===== src/sv/ble_pkg.sv =====
`timescale 1ns / 1ps
// Shared types, codes and constants for the bully leader election node.
// No dependencies; every other file imports this package.
package ble_pkg;

  localparam int unsigned MAX_NODES_DEF = 16;
  localparam int unsigned ID_W          = 5;
  localparam int unsigned TICK_W        = 16;
  localparam int unsigned THR_W         = 24;
  localparam int unsigned RESULT_SLOTS  = 16;
  localparam int unsigned CNT_W         = 5;
  localparam int unsigned PADDR_W       = 4;
  localparam int unsigned PDATA_W       = 32;

  localparam logic [ID_W-1:0]   NODE_ID_RST  = 5'd1;
  localparam logic [ID_W-1:0]   NODE_CNT_RST = 5'd16;
  localparam logic [TICK_W-1:0] SCALE_RST    = 16'd10;

  // opcodes
  localparam logic [2:0] OP_TICK    = 3'd0;
  localparam logic [2:0] OP_MSG     = 3'd1;
  localparam logic [2:0] OP_DISABLE = 3'd2;
  localparam logic [2:0] OP_ENABLE  = 3'd3;
  localparam logic [2:0] OP_FORCE   = 3'd4;

  // message kinds
  localparam logic [2:0] KIND_ELECTION = 3'd1;
  localparam logic [2:0] KIND_OK       = 3'd2;
  localparam logic [2:0] KIND_LEADER   = 3'd3;
  localparam logic [2:0] KIND_ALIVE    = 3'd4;
  localparam logic [2:0] KIND_ALIVE_OK = 3'd5;

  // register word indexes
  localparam logic [1:0] REG_NODE_ID    = 2'd0;
  localparam logic [1:0] REG_NODE_COUNT = 2'd1;
  localparam logic [1:0] REG_SCALE      = 2'd2;

  typedef struct packed {
    logic [2:0]      opcode;
    logic [2:0]      msg_kind;
    logic [ID_W-1:0] sender_id;
  } in_word_t;

  typedef struct packed {
    logic [2:0]      send_kind;
    logic [ID_W-1:0] dest_id;
    logic            last;
  } out_word_t;

  typedef struct packed {
    logic [ID_W-1:0]         node_id;
    logic [ID_W-1:0]         eff_count;
    logic signed [THR_W-1:0] thr;
  } cfg_t;

  typedef struct packed {
    logic start;
    logic step;
  } walk_ctl_t;

  typedef enum logic [1:0] {
    ST_IDLE,
    ST_EXEC,
    ST_EMIT
  } state_t;

endpackage


===== src/sv/ble_regs.sv =====
`timescale 1ns / 1ps
// Configuration registers behind the APB-style port, plus the registered
// timeout threshold product. Depends on ble_pkg.
module ble_regs
  import ble_pkg::*;
#(
  parameter int unsigned MAX_NODES = MAX_NODES_DEF
) (
  input  logic               clk,
  input  logic               rst_n,
  input  logic               psel,
  input  logic               penable,
  input  logic               pwrite,
  input  logic [PADDR_W-1:0] paddr,
  input  logic [PDATA_W-1:0] pwdata,
  output logic [PDATA_W-1:0] prdata,
  output cfg_t               cfg
);

  localparam int unsigned CAP = (MAX_NODES > 31) ? 31 : MAX_NODES;
  localparam logic [ID_W-1:0] CAP_ID = ID_W'(CAP);

  logic [ID_W-1:0]         node_id_r, node_id_nxt;
  logic [ID_W-1:0]         node_cnt_r, node_cnt_nxt;
  logic [TICK_W-1:0]       scale_r, scale_nxt;
  logic signed [THR_W-1:0] thr_r, thr_nxt;
  logic [ID_W-1:0]         eff;
  logic signed [ID_W+1:0]  diff;
  logic                    wr_en;

  assign wr_en = psel & penable & pwrite;
  assign eff   = (node_cnt_r > CAP_ID) ? CAP_ID : node_cnt_r;
  assign diff  = $signed({2'b00, eff}) - $signed({2'b00, node_id_r});

  always_comb begin
    node_id_nxt  = node_id_r;
    node_cnt_nxt = node_cnt_r;
    scale_nxt    = scale_r;
    if (wr_en) begin
      unique case (paddr[3:2])
        REG_NODE_ID:    node_id_nxt  = pwdata[ID_W-1:0];
        REG_NODE_COUNT: node_cnt_nxt = pwdata[ID_W-1:0];
        REG_SCALE:      scale_nxt    = pwdata[TICK_W-1:0];
        default: ;
      endcase
    end
    thr_nxt = THR_W'(diff * $signed({1'b0, scale_r}));
  end

  always_comb begin
    unique case (paddr[3:2])
      REG_NODE_ID:    prdata = PDATA_W'(node_id_r);
      REG_NODE_COUNT: prdata = PDATA_W'(node_cnt_r);
      REG_SCALE:      prdata = PDATA_W'(scale_r);
      default:        prdata = '0;
    endcase
  end

  always_ff @(posedge clk) begin
    if (!rst_n) begin
      node_id_r  <= NODE_ID_RST;
      node_cnt_r <= NODE_CNT_RST;
      scale_r    <= SCALE_RST;
    end else begin
      node_id_r  <= node_id_nxt;
      node_cnt_r <= node_cnt_nxt;
      scale_r    <= scale_nxt;
    end
  end

  always_ff @(posedge clk) begin
    thr_r <= thr_nxt;
  end

  assign cfg.node_id   = node_id_r;
  assign cfg.eff_count = eff;
  assign cfg.thr       = thr_r;

endmodule


===== src/sv/ble_walk.sv =====
`timescale 1ns / 1ps
// Broadcast destination walker: one incrementer and compare, stepped once
// per emitted broadcast word, skipping this node's own id. Depends on ble_pkg.
module ble_walk
  import ble_pkg::*;
(
  input  logic            clk,
  input  walk_ctl_t       ctl,
  input  logic [ID_W-1:0] node_id,
  output logic [ID_W-1:0] dest
);

  logic [ID_W-1:0] cur_r, cur_nxt;
  logic [ID_W-1:0] inc1;

  assign inc1 = cur_r + ID_W'(1);

  always_comb begin
    cur_nxt = cur_r;
    if (ctl.start) begin
      cur_nxt = (node_id == ID_W'(1)) ? ID_W'(2) : ID_W'(1);
    end else if (ctl.step) begin
      cur_nxt = (inc1 == node_id) ? inc1 + ID_W'(1) : inc1;
    end
  end

  always_ff @(posedge clk) begin
    cur_r <= cur_nxt;
  end

  assign dest = cur_r;

endmodule


===== src/sv/ble_ctrl.sv =====
`timescale 1ns / 1ps
// Sequencer: decodes one event, updates the election state and emits the
// resulting words through the output register. Depends on ble_pkg.
module ble_ctrl
  import ble_pkg::*;
(
  input  logic            clk,
  input  logic            rst_n,
  input  cfg_t            cfg,
  input  logic            in_valid,
  input  in_word_t        in_data,
  output logic            in_ready,
  output logic            out_valid,
  output out_word_t       out_data,
  input  logic            out_ready,
  output walk_ctl_t       walk_ctl,
  input  logic [ID_W-1:0] walk_dest
);

  state_t            state_r, state_nxt;
  in_word_t          item_r, item_nxt;
  logic [ID_W-1:0]   leader_r, leader_nxt;
  logic              run_r, run_nxt;
  logic [TICK_W-1:0] elapsed_r, elapsed_nxt;
  logic              dis_r, dis_nxt;
  logic              single_r, single_nxt;
  logic [2:0]        skind_r, skind_nxt;
  logic [ID_W-1:0]   sdest_r, sdest_nxt;
  logic [2:0]        bkind_r, bkind_nxt;
  logic [CNT_W-1:0]  total_r, total_nxt;
  logic [CNT_W-1:0]  k_r, k_nxt;
  logic              oval_r, oval_nxt;
  out_word_t         oword_r, oword_nxt;

  logic [TICK_W-1:0] el_inc;
  logic              expired;
  logic              bcast;
  logic              self_in;
  logic [ID_W-1:0]   bcnt;
  logic [CNT_W:0]    sum;
  logic              load;
  logic              is_last;

  assign el_inc  = (run_r && elapsed_r != '1) ? elapsed_r + TICK_W'(1) : elapsed_r;
  assign expired = run_r && ($signed({{(THR_W-TICK_W){1'b0}}, el_inc}) > cfg.thr);
  assign self_in = (cfg.node_id != '0) && (cfg.node_id <= cfg.eff_count);
  assign load    = !oval_r || out_ready;
  assign is_last = (k_r == total_r - CNT_W'(1));

  always_comb begin
    state_nxt   = state_r;
    item_nxt    = item_r;
    leader_nxt  = leader_r;
    run_nxt     = run_r;
    elapsed_nxt = elapsed_r;
    dis_nxt     = dis_r;
    single_nxt  = single_r;
    skind_nxt   = skind_r;
    sdest_nxt   = sdest_r;
    bkind_nxt   = bkind_r;
    total_nxt   = total_r;
    k_nxt       = k_r;
    oval_nxt    = oval_r && !out_ready;
    oword_nxt   = oword_r;
    walk_ctl    = '0;
    bcast       = 1'b0;
    bcnt        = '0;
    sum         = '0;

    unique case (state_r)
      ST_IDLE: begin
        if (in_valid) begin
          item_nxt  = in_data;
          state_nxt = ST_EXEC;
        end
      end

      ST_EXEC: begin
        single_nxt = 1'b0;
        bkind_nxt  = KIND_ELECTION;
        case (item_r.opcode)
          OP_TICK: begin
            elapsed_nxt = el_inc;
            if (leader_r == '0 && !run_r) begin
              bcast       = 1'b1;
              run_nxt     = 1'b1;
              elapsed_nxt = '0;
            end else if (leader_r == '0 && expired) begin
              bcast       = 1'b1;
              bkind_nxt   = KIND_LEADER;
              leader_nxt  = cfg.node_id;
              run_nxt     = 1'b0;
              elapsed_nxt = '0;
            end else if (leader_r != '0 && !dis_r) begin
              if (!run_r && leader_r != cfg.node_id) begin
                single_nxt  = 1'b1;
                skind_nxt   = KIND_ALIVE;
                sdest_nxt   = leader_r;
                run_nxt     = 1'b1;
                elapsed_nxt = '0;
              end else if (expired) begin
                bcast       = 1'b1;
                leader_nxt  = '0;
                run_nxt     = 1'b1;
                elapsed_nxt = '0;
              end
            end
          end
          OP_MSG: begin
            if (item_r.msg_kind == KIND_LEADER) begin
              leader_nxt  = item_r.sender_id;
              run_nxt     = 1'b0;
              elapsed_nxt = '0;
            end
            if (!dis_r) begin
              case (item_r.msg_kind)
                KIND_ELECTION: begin
                  if (item_r.sender_id < cfg.node_id) begin
                    single_nxt = 1'b1;
                    skind_nxt  = KIND_OK;
                    sdest_nxt  = item_r.sender_id;
                    bcast      = 1'b1;
                    leader_nxt = '0;
                  end
                  run_nxt     = 1'b1;
                  elapsed_nxt = '0;
                end
                KIND_OK: begin
                  run_nxt     = 1'b1;
                  elapsed_nxt = '0;
                end
                KIND_ALIVE: begin
                  if (leader_r != '0 && leader_r == cfg.node_id) begin
                    single_nxt = 1'b1;
                    skind_nxt  = KIND_ALIVE_OK;
                    sdest_nxt  = item_r.sender_id;
                  end
                end
                KIND_ALIVE_OK: begin
                  run_nxt     = 1'b0;
                  elapsed_nxt = '0;
                end
                default: ;
              endcase
            end
          end
          OP_DISABLE: dis_nxt = 1'b1;
          OP_ENABLE:  dis_nxt = 1'b0;
          OP_FORCE: begin
            if (!dis_r) begin
              single_nxt  = 1'b1;
              skind_nxt   = KIND_ALIVE;
              sdest_nxt   = leader_r;
              run_nxt     = 1'b1;
              elapsed_nxt = '0;
            end
          end
          default: ;
        endcase

        // word count: optional direct word, then the broadcast, capped
        if (bcast) begin
          bcnt = cfg.eff_count - ID_W'(self_in);
        end
        sum = {1'b0, bcnt} + (CNT_W+1)'(single_nxt);
        total_nxt = (sum > (CNT_W+1)'(RESULT_SLOTS)) ? CNT_W'(RESULT_SLOTS) : sum[CNT_W-1:0];
        k_nxt          = '0;
        walk_ctl.start = 1'b1;
        state_nxt      = (total_nxt == '0) ? ST_IDLE : ST_EMIT;
      end

      ST_EMIT: begin
        if (load) begin
          oval_nxt       = 1'b1;
          oword_nxt.last = is_last;
          if (k_r == '0 && single_r) begin
            oword_nxt.send_kind = skind_r;
            oword_nxt.dest_id   = sdest_r;
          end else begin
            oword_nxt.send_kind = bkind_r;
            oword_nxt.dest_id   = walk_dest;
            walk_ctl.step       = 1'b1;
          end
          k_nxt = k_r + CNT_W'(1);
          if (is_last) begin
            state_nxt = ST_IDLE;
          end
        end
      end

      default: state_nxt = ST_IDLE;
    endcase
  end

  always_ff @(posedge clk) begin
    if (!rst_n) begin
      state_r   <= ST_IDLE;
      leader_r  <= '0;
      run_r     <= 1'b0;
      elapsed_r <= '0;
      dis_r     <= 1'b0;
      oval_r    <= 1'b0;
    end else begin
      state_r   <= state_nxt;
      leader_r  <= leader_nxt;
      run_r     <= run_nxt;
      elapsed_r <= elapsed_nxt;
      dis_r     <= dis_nxt;
      oval_r    <= oval_nxt;
    end
  end

  always_ff @(posedge clk) begin
    item_r   <= item_nxt;
    single_r <= single_nxt;
    skind_r  <= skind_nxt;
    sdest_r  <= sdest_nxt;
    bkind_r  <= bkind_nxt;
    total_r  <= total_nxt;
    k_r      <= k_nxt;
    oword_r  <= oword_nxt;
  end

  assign in_ready  = (state_r == ST_IDLE);
  assign out_valid = oval_r;
  assign out_data  = oword_r;

endmodule


===== src/sv/bully_leader_election_node.sv =====
`timescale 1ns / 1ps
// Bully leader election node, top level. Depends on ble_pkg, ble_regs,
// ble_walk and ble_ctrl.
// Flow: an accepted event is decoded in EXEC, then in EMIT its words enter the
// output register one per cycle while out_ready allows, the single broadcast
// walker emitting one destination a cycle. Input waits for the last word.
// Reset: synchronous, active low; clears leader, timer and disable flag and
// loads the registers with node_id 1, node_count 16, timeout_scale 10.
module bully_leader_election_node
  import ble_pkg::*;
#(
  parameter int unsigned MAX_NODES = MAX_NODES_DEF
) (
  input  logic               clk,
  input  logic               rst_n,
  input  logic               in_valid,
  output logic               in_ready,
  input  in_word_t           in_data,
  output logic               out_valid,
  input  logic               out_ready,
  output out_word_t          out_data,
  input  logic               psel,
  input  logic               penable,
  input  logic               pwrite,
  input  logic [PADDR_W-1:0] paddr,
  input  logic [PDATA_W-1:0] pwdata,
  output logic [PDATA_W-1:0] prdata,
  output logic               pready
);

  cfg_t            cfg;
  walk_ctl_t       walk_ctl;
  logic [ID_W-1:0] walk_dest;

  assign pready = 1'b1;

  ble_regs #(
    .MAX_NODES(MAX_NODES)
  ) u_regs (
    .clk    (clk),
    .rst_n  (rst_n),
    .psel   (psel),
    .penable(penable),
    .pwrite (pwrite),
    .paddr  (paddr),
    .pwdata (pwdata),
    .prdata (prdata),
    .cfg    (cfg)
  );

  ble_walk u_walk (
    .clk    (clk),
    .ctl    (walk_ctl),
    .node_id(cfg.node_id),
    .dest   (walk_dest)
  );

  ble_ctrl u_ctrl (
    .clk      (clk),
    .rst_n    (rst_n),
    .cfg      (cfg),
    .in_valid (in_valid),
    .in_data  (in_data),
    .in_ready (in_ready),
    .out_valid(out_valid),
    .out_data (out_data),
    .out_ready(out_ready),
    .walk_ctl (walk_ctl),
    .walk_dest(walk_dest)
  );

endmodule


===== config.mk =====
export PLATFORM = sky130hd
export DESIGN_NAME = bully_leader_election_node
export DESIGN_NICKNAME = d
export VERILOG_FILES = /design/src/sv/ble_pkg.sv /design/src/sv/ble_regs.sv /design/src/sv/ble_walk.sv /design/src/sv/ble_ctrl.sv /design/src/sv/bully_leader_election_node.sv
export SDC_FILE = /design/constraint.sdc
export NUM_CORES = 1
export LEC_CHECK = 0
export ABC_AREA = 1
export BUFFER_PORTS_ARGS = -buffer_cell sky130_fd_sc_hd__buf_2
export CAP_MARGIN = 20
export CELL_PAD_IN_SITES_DETAIL_PLACEMENT = 1
export CELL_PAD_IN_SITES_GLOBAL_PLACEMENT = 1
export CORE_MARGIN = 2
export CORE_UTILIZATION = 41
export CTS_CLUSTER_SIZE = 10
export DETAILED_ROUTE_END_ITERATION = 12
export PLACE_DENSITY_LB_ADDON = 0.1
export SYNTH_ARGS = -nofsm -noshare
export SYNTH_HDL_FRONTEND = slang
export SYNTH_SLANG_ARGS = --single-unit

===== constraint.sdc =====
create_clock -name clk -period 5.5 [get_ports clk]
set_input_delay 0 -clock clk [delete_from_list [all_inputs] [get_ports clk]]
set_output_delay 0 -clock clk [all_outputs]
set_load 0.02 [all_outputs]

Yosys cells after proc, flatten, opt, wreduce, memory -nomap -nowiden
Index checks and enable logic that the tools add are counted.
{"block": "op_classes", "n_mux": 96, "mul": 1, "reduce_logical": 43, "bitwise": 3, "eq_ne": 36, "n_lt_le_gt_ge": 5, "add_sub_neg": 8}
{"op": "$mux 16", "count": 10}
{"op": "$mux 5", "count": 25}
{"op": "$pmux 16 s3", "count": 2}
{"op": "$mux 1", "count": 31}
{"op": "$pmux 5 s2", "count": 3}
{"op": "$gt 17x24->1", "count": 1}
{"op": "$mux 3", "count": 8}
{"op": "$mul 6x17->23", "count": 1}
{"op": "$add 16x1->16 const B", "count": 1}
{"op": "$ne 16x16->1 const B", "count": 1}
{"op": "$add 5x1->5 const B", "count": 3}
{"op": "$eq 5x5->1", "count": 3}
{"op": "$logic_not 5->1", "count": 3}
{"op": "$pmux 5 s3", "count": 1}
{"op": "$reduce_and 2->1", "count": 7}
{"op": "$eq 3x2->1 const B", "count": 4}
{"op": "$mux 2", "count": 6}
{"op": "$ne 3x2->1 const B", "count": 4}
{"op": "$reduce_and 11->1", "count": 1}
{"op": "$logic_and 1x1->1", "count": 10}
{"op": "$ne 2x2->1 const B", "count": 5}
{"op": "$reduce_bool 5->1", "count": 2}
{"op": "$eq 3x3->1 const B", "count": 3}
{"op": "$pmux 3 s3", "count": 1}
{"op": "other kinds (35)", "count": 56}
{"block": "totals", "regBits": 123, "output_inout_bits": 44}

Depth between registers and ports, before layout
Gate-level depths: netlist (run 1).
{"block": "logic_depth", "depth_word": 20, "depth_mapped": 38, "mapped_depth_nobuf": 37}

By module
Synthesis (run 1) repeated with hierarchy kept, for this count alone.
{"block": "hier_totals", "hier_cells": 1301, "area_unflattened_um2": 9952.0}
{"module": "ble_regs", "seq_area_each_um2": 980.9, "instances": 1, "area_each_um2": 4944.7, "cells_each": 635}
{"module": "ble_ctrl", "seq_area_each_um2": 1721.7, "instances": 1, "area_each_um2": 4419.2, "cells_each": 569}
{"module": "ble_walk", "seq_area_each_um2": 150.1, "instances": 1, "area_each_um2": 576.8, "cells_each": 95}
{"module": "bully_leader_election_node", "seq_area_each_um2": 0.0, "instances": 1, "area_each_um2": 11.3, "cells_each": 2}

Least setup slack after synthesis (run 1)
OpenSTA, ideal clock, no wires.
{"block": "synth_path", "path_type": "register -> register", "from": "reg u_regs.node_cnt_r[4]", "to": "reg u_regs.thr_r[22]", "path_slack_ps": -352, "stages_incl_launch_ff": 34, "synth_period_minus_slack_ps": 5852, "n_path_buf": 0, "required_time_ps": 5379, "setup_ps": 121, "arrival_ps": 5731, "cell_sequence": "dfxtp_1 -> inv_1 -> nand2_1 -> ha_1 -> inv_1 -> fa_1 -> a21oi_1 -> nor2_1 -> nor2_1 -> inv_1 -> or2_2 -> nand2_1 -> nor2_1 -> fa_1 -> fa_1 -> fa_1 -> inv_1 -> fa_1 -> inv_1 -> fa_1 -> nand3_1 -> nand3_1 -> a21oi_1 -> o21ai_1 -> nand2_1 -> nand2_1 -> nand2_1 -> nand2_1 -> nand2_1 -> nand2_1 -> a21o_1 -> a21oi_1 -> o21bai_1 -> xnor2_1"}
{"block": "synth_between", "elab_chain_cells": 4}
{"item": "start: declaration", "line": "ble_regs.sv:24", "text": "logic [ID_W-1:0] node_cnt_r, node_cnt_nxt;"}
{"item": "start signal: assignment", "line": "ble_regs.sv:66", "text": "node_cnt_r <= node_cnt_nxt;"}
{"item": "$gt 5x5->1", "line": "ble_regs.sv:32", "text": "assign eff = (node_cnt_r > CAP_ID) ? CAP_ID : node_cnt_r;"}
{"item": "$mux 5 *", "line": "ble_regs.sv:32"}
{"item": "$sub 5x5->6 *", "line": "ble_regs.sv:33", "text": "assign diff = $signed({2'b00, eff}) - $signed({2'b00, node_id_r});"}
{"item": "$mul 6x17->23 *", "line": "ble_regs.sv:47", "text": "thr_nxt = THR_W'(diff * $signed({1'b0, scale_r}));"}
{"item": "net u_regs.thr_nxt[22]", "line": "ble_regs.sv:26", "text": "logic signed [THR_W-1:0] thr_r, thr_nxt;"}
{"item": "end signal: assignment", "line": "ble_regs.sv:72", "text": "thr_r <= thr_nxt;"}
{"item": "end: declaration", "line": "ble_regs.sv:26"}
The timed path passes the listed nets; every way through them passes the cells marked *.
A chain may end at the register's enable or synchronous reset.

Final worst setup path (run 1)
{"block": "layout_path", "from": "reg u_regs.node_cnt_r[4]", "to": "reg u_regs.thr_r[20]"}
Same word-level chain as after synthesis.

==> results_dict.tcl, run 1 <==
set metrics [dict create \
    hold_viol_final 0 \
    regToRegSetupSlack_ps -40 \
    rr_endpoint "u_regs.thr_r[20]$_DFF_P_" \
    syn_area_um2 9647 \
    async_flop_share_pct 0 \
    outcome "finished with violations" \
    synthTopCellsByArea "dfxtp_1, edfxtp_1, fa_1" \
    met1_usage_pct 30.68 \
    finalNetCount 1555 \
    diodes 0 \
    synth_top_area_cell "dfxtp_1" \
    antenna_found_initial 0 \
    drive_above_1_share_pct 19.49 \
    drt_iter0_markers 397 \
    insertion_delay_ps 430 \
    fillers 2854 \
    grt_use_met3_pct 3.084 \
    drcViolationCount 0 \
    hold_path.class "primary input to flip-flop" \
    cap_violations 0 \
    yosys_warnings 0 \
    ys_ff_latch 120 \
    grt_pass1_wl_mm 44.15 \
    rows 56 \
    clockBufferDepth 2 \
    seq_area_frac_synth_pct 29.57 \
    cts_max_level 4 \
    p_leak_nw 5.653 \
    synthFlopType "dfxtp_1" \
    endpoint "u_regs.thr_r[20]$_DFF_P_" \
    critPathMaxStageDelay_ps 500 \
    path_class "flip-flop to flip-flop" \
    clk_pin_slew_ps 70 \
    firstDrtPassIters 5 \
    die_w_um 157.4 \
    finalSetupViolCount 2 \
    viasPerCell 5.009 \
    finClkSkew_ps 24.95 \
    avgSynthCellArea_um2 7.992 \
    path_common_cell "nand2_1" \
    r2r-start "u_regs.node_cnt_r[4]$_SDFFE_PN1P_" \
    gr-total-overflow 0 \
    reg2regPathDepth 32 \
    slew_headroom_pct 37.73 \
    root_buffer "clkbuf_16" \
    slew_violations 0 \
    area_delta_synth_final_pct 24.25 \
    core_area_um2 23260 \
    worst_slack_ps -39.41 \
    top_usage_layer "met2" \
    hpwl_mm 20.40 \
    cp-start-kind "flip-flop" \
    synth_most_common_cell "nand2_1" \
    synth_edf_count 45 \
    ir_drop_mv 0.1686 \
    critPathCaptureType "flip-flop" \
    cts_tree "built" \
    critPathLaunch "u_regs.node_cnt_r[4]$_SDFFE_PN1P_" \
    gp_congestion 0.8204 \
    yosysTopAreaCellShare_pct 15.56 \
    finalInstanceArea_um2 11990 \
    placed_area_um2 10610 \
    netlist_instances 1207 \
    portBuffers 62 \
    grt_max_degree 46 \
    violations "setup timing" \
    synth_common_cells "nand2_1, inv_1, nor2_1" \
    post-route-period-util_pct 100.7 \
    path_max_fanout 3 \
    cts_sinks 120 \
    ant_nets 0 \
    grt_util_all_layers_pct 22.62 \
    met2_usage_pct 38.18 \
    fin_crit_ps 5539 \
    tightest_slew_ps 927.1 \
    worstPathRequired_ps 5820 \
    chipHeight_um 157.4 \
    first_global_vias 8795 \
    synthDistinctLibCells 53 \
    io_pins 98 \
    max_freq_ghz 0.1805 \
    routed_wl_mm 27.24 \
    start_util_pct 41.47 \
    rsz0062_at_grt "yes" \
    fin_util_pct 51.53 \
    critPathSlowestCell "fa_1" \
    wl_per_cell_um 16.13 \
    cts_inserted_buffers 17 \
    power_per_cell_area_nw_per_um2 243.4 \
    cp.arrival_ps 5860 \
    die_area_um2 24770 \
    num_vias 8461 \
]
cells in the final DEF, fill, tap and decap left out, types with 18 or more instances in the layout:
cell type	count
a21oi_1	44
a31oi_1	18
buf_2	63
buf_4	62
dfxtp_1	74
dlygate4sd3_1	29
edfxtp_1	45
fa_1	55
ha_1	68
inv_1	196
nand2_1	235
nand3_1	39
nor2_1	94
o21ai_0	55
xor2_1	31
flip-flops by register name, summed over array words and instances (netlist names):
name,flops
u_walk.dest,5
u_regs.thr_r,23
u_regs.node_cnt_r,5
u_ctrl.total_r,5
u_ctrl.out_data,9
u_ctrl.sdest_r,5
u_regs.scale_r,16
u_ctrl.state_r,2
u_ctrl.dis_r,1
u_ctrl.single_r,1
u_ctrl.bkind_r,1
u_ctrl.item_r,11
u_ctrl.skind_r,3
u_regs.node_id_r,5
u_ctrl.k_r,5
u_ctrl.elapsed_r,16
u_ctrl.leader_r,5
u_ctrl.run_r,1
u_ctrl.out_valid,1
layer usage:
| metal | part of all wire (%) | vias up |
|---|---|---|
| met2 | 48 | 125 |
| met5 | 0 | - |
| met4 | 1.1 | 0 |
| li1 | - | 4165 |
| met1 | 48 | 4152 |
| met3 | 2.4 | 19 |
cell type report:
| type | count | area, µm² | area share (%) |
|---|---|---|---|
| clock buffer | 19 | 432.9 | 3.612 |
| clock inverter | 13 | 153.9 | 1.284 |
| inverter | 217 | 822.0 | 6.858 |
| multi-input combinational | 843 | 6197 | 51.70 |
| sequential | 120 | 2856 | 23.83 |
| tap | 319 | 399.1 | 3.330 |
| timing repair buffer | 158 | 1125 | 9.384 |
metrics by stage:
step                      cells  power [mW]  hold WS [ps]  worst slack (ps)  TNS [ps]
after floorplan            1222       1.486         98.87             6.600         0
after global placement     1610       1.654         177.2            -13.67    -13.67
after detailed placement   1610       1.677         178.7            -181.3    -450.3
after CTS                  1676       2.867         64.44            -120.5    -120.5
after global routing       1689       3.087         133.0            -299.4     -1344
final                      1689       2.918         83.07            -39.41    -41.96
worst min-delay path by stage:
stage,start,to,cells past startpoint
floorplan,in_data[0],u_ctrl.item_r[0]$_DFFE_PP_,0
global placement,in_data[0],u_ctrl.item_r[0]$_DFFE_PP_,1
detailed placement,in_data[0],u_ctrl.item_r[0]$_DFFE_PP_,1
CTS,penable,u_regs.node_cnt_r[4]$_SDFFE_PN1P_,5
global route,penable,u_regs.node_id_r[0]$_SDFFE_PN1P_,4
finish,penable,u_regs.node_cnt_r[4]$_SDFFE_PN1P_,5
worst max-delay path, delay by kind of cell, from the launching register on:
family	cells	cell delay (ps)
flops	1	360
simple gates	13	1050
xor+xnor	1	130
buf+inv	7	610
compound gates	5	800
fa+ha+maj	6	2470
cell families after synthesis:
logic type / Yosys count / share of synthesized area, %
adders and majority gates: 144 / 23.19
xor gates and xnor gates: 48 / 4.358
and+or+nand+nor: 450 / 20.61
other: 2 / 0.07785
buffers and inverters: 259 / 10.93
AOI/OAI and AO/OA: 184 / 11.26
DFF: 120 / 29.57
where the power goes:
part           internal (mW)  switching, mW  total, mW
sequential             0.998         0.0440       1.04
clock                  0.710          0.437       1.15
combinational          0.313          0.416      0.729
total                   2.02          0.897       2.92
what timing repair did:
| action | CTS | global route |
|---|---|---|
| buffers inserted | 5 | 12 |
| hold buffers | 29 | 0 |
| endpoints found under the hold margin | 40 | 0 |
| resized for setup | 18 | 46 |
| endpoints found under the setup margin | 6 | 15 |
| pin swaps | 17 | 35 |
Power figures use the tool's default switching activity.
==> inputs of run 2 (changes only) <==
--- a/config.mk
+++ b/config.mk
@@ -15,6 +15,7 @@
 export CTS_CLUSTER_SIZE = 10
 export DETAILED_ROUTE_END_ITERATION = 12
 export PLACE_DENSITY_LB_ADDON = 0.1
+export SKIP_CTS_REPAIR_TIMING = 1
 export SYNTH_ARGS = -nofsm -noshare
 export SYNTH_HDL_FRONTEND = slang
 export SYNTH_SLANG_ARGS = --single-unit
==> run 2 against run 1 <==
- the flow still finishes with violations (setup timing)
- fmax down 1.9%
- cell area down 2.0%
- register-to-register slack worse by 110 ps
- routed wire length down 2.1%
- sequential cell count unchanged
- global-route usage down 0.58 points
- critical endpoint unchanged
- highest routed layer unchanged
==> results_dict.tcl, run 2 (synthesized netlist as in run 1, its figures left out) <==
set metrics [dict create \
    dp.cells 1610 \
    start_util_pct 41.47 \
    cp-start-kind "flip-flop" \
    min_from "penable" \
    routed_wl_mm 26.68 \
    rr_endpoint "u_regs.thr_r[20]$_DFF_P_" \
    rsz0062_at_grt "yes" \
    clock_power_share_pct 39.9 \
    ir_drop_mv 0.1679 \
    path_max_fanout 4 \
    hold_path.class "primary input to flip-flop" \
    cts_tree "built" \
    antenna_found_initial 0 \
    slew_violations 0 \
    path_class "flip-flop to flip-flop" \
    hold_viol_final 0 \
    num_vias 8381 \
    drt_iter0_markers 423 \
    post-route-period-util_pct 102.7 \
    core_area_um2 23260 \
    finalSetupViolCount 4 \
    violations "setup timing" \
    critPathCaptureType "flip-flop" \
    die_area_um2 24770 \
    fin_util_pct 50.47 \
    p_int_mw 1.991 \
    hpwl_mm 20.40 \
    worstPathRequired_ps 5820 \
    p_sw_share_pct 30.68 \
    cts_max_level 4 \
    top_register "u_regs.thr_r" \
    grt_pass1_wl_mm 43.15 \
    final_common_cell "nand2_1" \
    drive_above_1_share_pct 17.78 \
    total_power_mw 2.873 \
    insertion_delay_ps 430 \
    critPathSlowestCell "fa_1" \
    rows 56 \
    dp_slack_ps -181.3 \
    power_per_cell_area_nw_per_um2 244.7 \
    max_freq_ghz 0.1770 \
    finalInstanceArea_um2 11740 \
    io_pins 98 \
    ant_nets 0 \
    whs_ps 85.53 \
    clk_pin_slew_ps 70 \
    gr-total-overflow 0 \
    critPathMaxStageDelay_ps 530 \
    outcome "finished with violations" \
    gp_congestion 0.8204 \
    placed_area_um2 10610 \
    tightest_slew_ps 926.7 \
    clockBufferDepth 2 \
    min_to "u_regs.node_cnt_r[4]$_SDFFE_PN1P_" \
    cap_violations 0 \
    firstDrtPassIters 4 \
    cts_sinks 120 \
    fin_crit_ps 5649 \
    regToRegSetupSlack_ps -150 \
    portBuffers 62 \
    grt_util_all_layers_pct 22.04 \
    final_cell_mix "nand2_1, inv_1, nor2_1" \
    area_delta_synth_final_pct 21.71 \
    first_global_vias 8575 \
    grt_max_degree 46 \
    cts_inserted_buffers 17 \
    worst_slack_ps -149.2 \
    chipHeight_um 157.4 \
    worstHoldPathCells 5 \
    largest_register_ffs 23 \
    diodes 0 \
    r2r-start "u_regs.node_cnt_r[4]$_SDFFE_PN1P_" \
    final_cells 1680 \
    slew_headroom_pct 37.76 \
    die_w_um 157.4 \
    root_buffer "clkbuf_16" \
    power_switching_uw 881.3 \
    wl_per_cell_um 15.88 \
    reg_top3 "u_regs.thr_r (23), u_ctrl.elapsed_r (16), u_regs.scale_r (16)" \
    path_common_cell "nand2_1" \
    reg2regPathDepth 33 \
    power_frac_seq_pct 36.3 \
    p_leak_nw 5.609 \
    cp.arrival_ps 5970 \
    combPwrFrac_pct 23.8 \
    finClkSkew_ps 25.14 \
    viasPerCell 4.989 \
    finalNetCount 1546 \
    setup_tns_ps -341.6 \
    drcViolationCount 0 \
]
## run 2: cell count changes in the layout (fill, tap and decap cells not counted), sizes merged
cell	change
buf	-9
## run 2: routing by layer
| layer | track usage, % | vias up | wire length, µm |
|---|---|---|---|
| met2 | 36.56 | 125 | 12730 |
| met5 | 0 | - | 0 |
| li1 | - | 4140 | - |
| met3 | 2.974 | 19 | 662 |
| met4 | 5.368 | 0 | 303 |
| met1 | 30.46 | 4097 | 12990 |
## run 2: how the worst max path moves through the flow
stage                                                  from                       end  cells after the start  slack [ps]
after floorplan           u_regs.node_cnt_r[4]$_SDFFE_PN1P_  u_regs.thr_r[22]$_DFF_P_                     33           7
after global routing      u_regs.node_cnt_r[2]$_SDFFE_PN0P_  u_regs.thr_r[22]$_DFF_P_                     32        -480
after global placement    u_regs.node_cnt_r[4]$_SDFFE_PN1P_  u_regs.thr_r[22]$_DFF_P_                     29         -10
after CTS                 u_regs.node_cnt_r[2]$_SDFFE_PN0P_  u_regs.thr_r[22]$_DFF_P_                     30        -200
final                     u_regs.node_cnt_r[4]$_SDFFE_PN1P_  u_regs.thr_r[20]$_DFF_P_                     33        -150
after detailed placement  u_regs.node_cnt_r[2]$_SDFFE_PN0P_  u_regs.thr_r[22]$_DFF_P_                     30        -180
## run 2: area by class of cell
type / instances / area, µm²
fill: 2865 / 11520
multi-input combinational: 843 / 6048
sequential: 120 / 2856
timing repair buffer: 149 / 1033
inverter: 217 / 817.0
clock buffer: 19 / 432.9
tap: 319 / 399.1
clock inverter: 13 / 153.9
## run 2: worst max-delay path, delay by kind of cell (launching register included)
family / cells / cell delay, ps
xor gates and xnor gates: 1 / 130
buffers and inverters: 7 / 490
adders and majority gates: 7 / 2890
DFF: 1 / 380
AOI/OAI and AO/OA: 4 / 550
and+or+nand+nor: 14 / 1090
## run 2: power by group through the flow
stage | sequential (mW) | clock [mW] | combinational, mW
2_1_floorplan | 1.05 | 0 | 0.436
3_3_place_gp | 1.06 | 0 | 0.597
3_5_place_dp | 1.06 | 0 | 0.617
4_1_cts | 1.04 | 1.17 | 0.626
5_1_grt | 1.05 | 1.21 | 0.779
6_report | 1.04 | 1.15 | 0.684
==> inputs of run 3 (changes only) <==
--- a/config.mk
+++ b/config.mk
@@ -6,7 +6,7 @@
 export NUM_CORES = 1
 export LEC_CHECK = 0
 export ABC_AREA = 1
-export BUFFER_PORTS_ARGS = -buffer_cell sky130_fd_sc_hd__buf_2
+export BUFFER_PORTS_ARGS = -buffer_cell sky130_fd_sc_hd__buf_4
 export CAP_MARGIN = 20
 export CELL_PAD_IN_SITES_DETAIL_PLACEMENT = 1
 export CELL_PAD_IN_SITES_GLOBAL_PLACEMENT = 1
==> run 3 against run 2 <==
- sequential power about the same
- global-route usage about the same
- sequential share of layout area decreased by 0.34 points
- the flow still finishes with violations (setup timing)
- die area unchanged
- worst setup slack got worse by 31 ps
- largest cell class unchanged
- critical path depth unchanged
- via count decreased by 1.2%
- final cell count unchanged
- combinational power increased by 2%
==> results_dict.tcl, run 3 (synthesized netlist as in run 1, its figures left out) <==
set metrics [dict create \
    outcome "finished with violations" \
    violations "setup timing" \
    whs_ps 49.71 \
    critPathMaxStageDelay_ps 530 \
    largest_register_ffs 23 \
    power_per_cell_area_nw_per_um2 237.3 \
    tightest_slew_ps 1021 \
    drt_iter0_markers 319 \
    finClkSkew_ps 12.03 \
    fin_util_pct 51.23 \
    min_from "rst_n" \
    num_vias 8280 \
    grt_max_degree 46 \
    diodes 0 \
    cap_violations 0 \
    hpwl_mm 20.41 \
    core_area_um2 23260 \
    path_class "flip-flop to flip-flop" \
    grt_pass1_wl_mm 43.37 \
    wl_per_cell_um 16.00 \
    first_global_vias 8676 \
    clockBufferDepth 2 \
    ant_nets 0 \
    cts_inserted_buffers 17 \
    viasPerCell 4.929 \
    finalSetupViolCount 4 \
    rsz0062_at_grt "yes" \
    path_max_fanout 11 \
    reg_top3 "u_regs.thr_r (23), u_ctrl.elapsed_r (16), u_regs.scale_r (16)" \
    critPathSlowestCell "fa_1" \
    hold_path.class "primary input to flip-flop" \
    hold_viol_final 0 \
    cts_tree "built" \
    cp_top_family "adder cells" \
    dp_slack_ps -192.0 \
    root_buffer "clkbuf_16" \
    chipHeight_um 157.4 \
    cts_max_level 4 \
    die_w_um 157.4 \
    drcViolationCount 0 \
    p_leak_nw 5.655 \
    total_power_mw 2.828 \
    ir_drop_mv 0.1507 \
    grt_util_all_layers_pct 22.07 \
    max_freq_ghz 0.1761 \
    portBuffers 62 \
    cts_sinks 120 \
    critPathCaptureType "flip-flop" \
    insertion_delay_ps 420 \
    antenna_found_initial 0 \
    routed_wl_mm 26.88 \
    area_delta_synth_final_pct 23.54 \
    cp.arrival_ps 5990 \
    gp_congestion 0.8213 \
    gr-total-overflow 0 \
    worstPathRequired_ps 5810 \
    slew_violations 0 \
    fin_crit_ps 5680 \
    top_register "u_regs.thr_r" \
    slew_headroom_pct 31.81 \
    die_area_um2 24770 \
    worst_slack_ps -180.0 \
    clk_pin_slew_ps 60 \
    io_pins 98 \
    post-route-period-util_pct 103.3 \
    start_util_pct 41.47 \
    critPathLaunch "u_regs.node_cnt_r[4]$_SDFFE_PN1P_" \
    final_cell_mix "nand2_1, inv_1, buf_4" \
    setup_tns_ps -321.4 \
    critPathBufInv 8 \
    firstDrtPassIters 4 \
    rows 56 \
    cp-start-kind "flip-flop" \
    final_common_cell "nand2_1" \
    drive_above_1_share_pct 18.66 \
    r2r-start "u_regs.node_cnt_r[4]$_SDFFE_PN1P_" \
    fillers 2840 \
    finalNetCount 1546 \
]
-- run 3: cell count changes in the layout (fill, tap and decap cells not counted), sizes merged --
cell / before / now
inv: 215 / 218
bufinv: 3 / 1
clkinv: 10 / 9
-- run 3: area by class of cell --
type | instances | area [µm²] | area share, %
Timing Repair Buffer | 149 | 1195 | 10.03
Tap cell | 319 | 399.1 | 3.349
Inverter | 217 | 819.5 | 6.877
Multi-Input combinational cell | 843 | 6082 | 51.03
Clock inverter | 13 | 118.9 | 0.9974
Clock buffer | 19 | 444.2 | 3.727
Sequential cell | 120 | 2859 | 23.99
-- run 3: worst reg2reg max path, delay by kind of cell (launching register included) --
kind,cells,cell delay [ps]
AO/OA/AOI/OAI,5,640
XOR/XNOR,2,340
adder cells (fa/ha/maj),8,2690
buffers and inverters,8,770
flip-flops,1,400
AND/OR/NAND/NOR,10,740
-- run 3: final timing paths --
kind	end	slack [ps]	cells past startpoint
setup reg to reg	u_regs.thr_r[22]$_DFF_P_	-180	33
hold / removal	u_regs.node_cnt_r[4]$_SDFFE_PN1P_	50	2
hold reg to reg	u_ctrl.state_r[0]$_SDFFE_PN0P_	480	1
setup / recovery	u_regs.thr_r[22]$_DFF_P_	-180	33
-- run 3: metal layers --
metal | share of wire [%] | wire [µm] | GRT usage (%) | up-vias
li1 | - | - | - | 4148
met1 | 48 | 12990 | 29.95 | 3990
met2 | 48 | 12860 | 37.16 | 118
met3 | 2.8 | 761 | 3.414 | 24
met4 | 1.0 | 269 | 4.848 | 0
met5 | 0 | 0 | 0 | -
-- run 3: report_power, final --
part	switching (mW)	leakage [nW]	internal, mW
combinational	0.406	4.34	0.291
clock	0.451	0.277	0.639
sequential	0.0438	1.04	0.998
-- run 3: stage by stage --
stage / cells / cell area (µm²)
6_report: 1680 / 11920
5_1_grt: 1680 / 11920
4_1_cts: 1642 / 11320
3_5_place_dp: 1610 / 10760
3_3_place_gp: 1610 / 10760
2_1_floorplan: 1222 / 9769
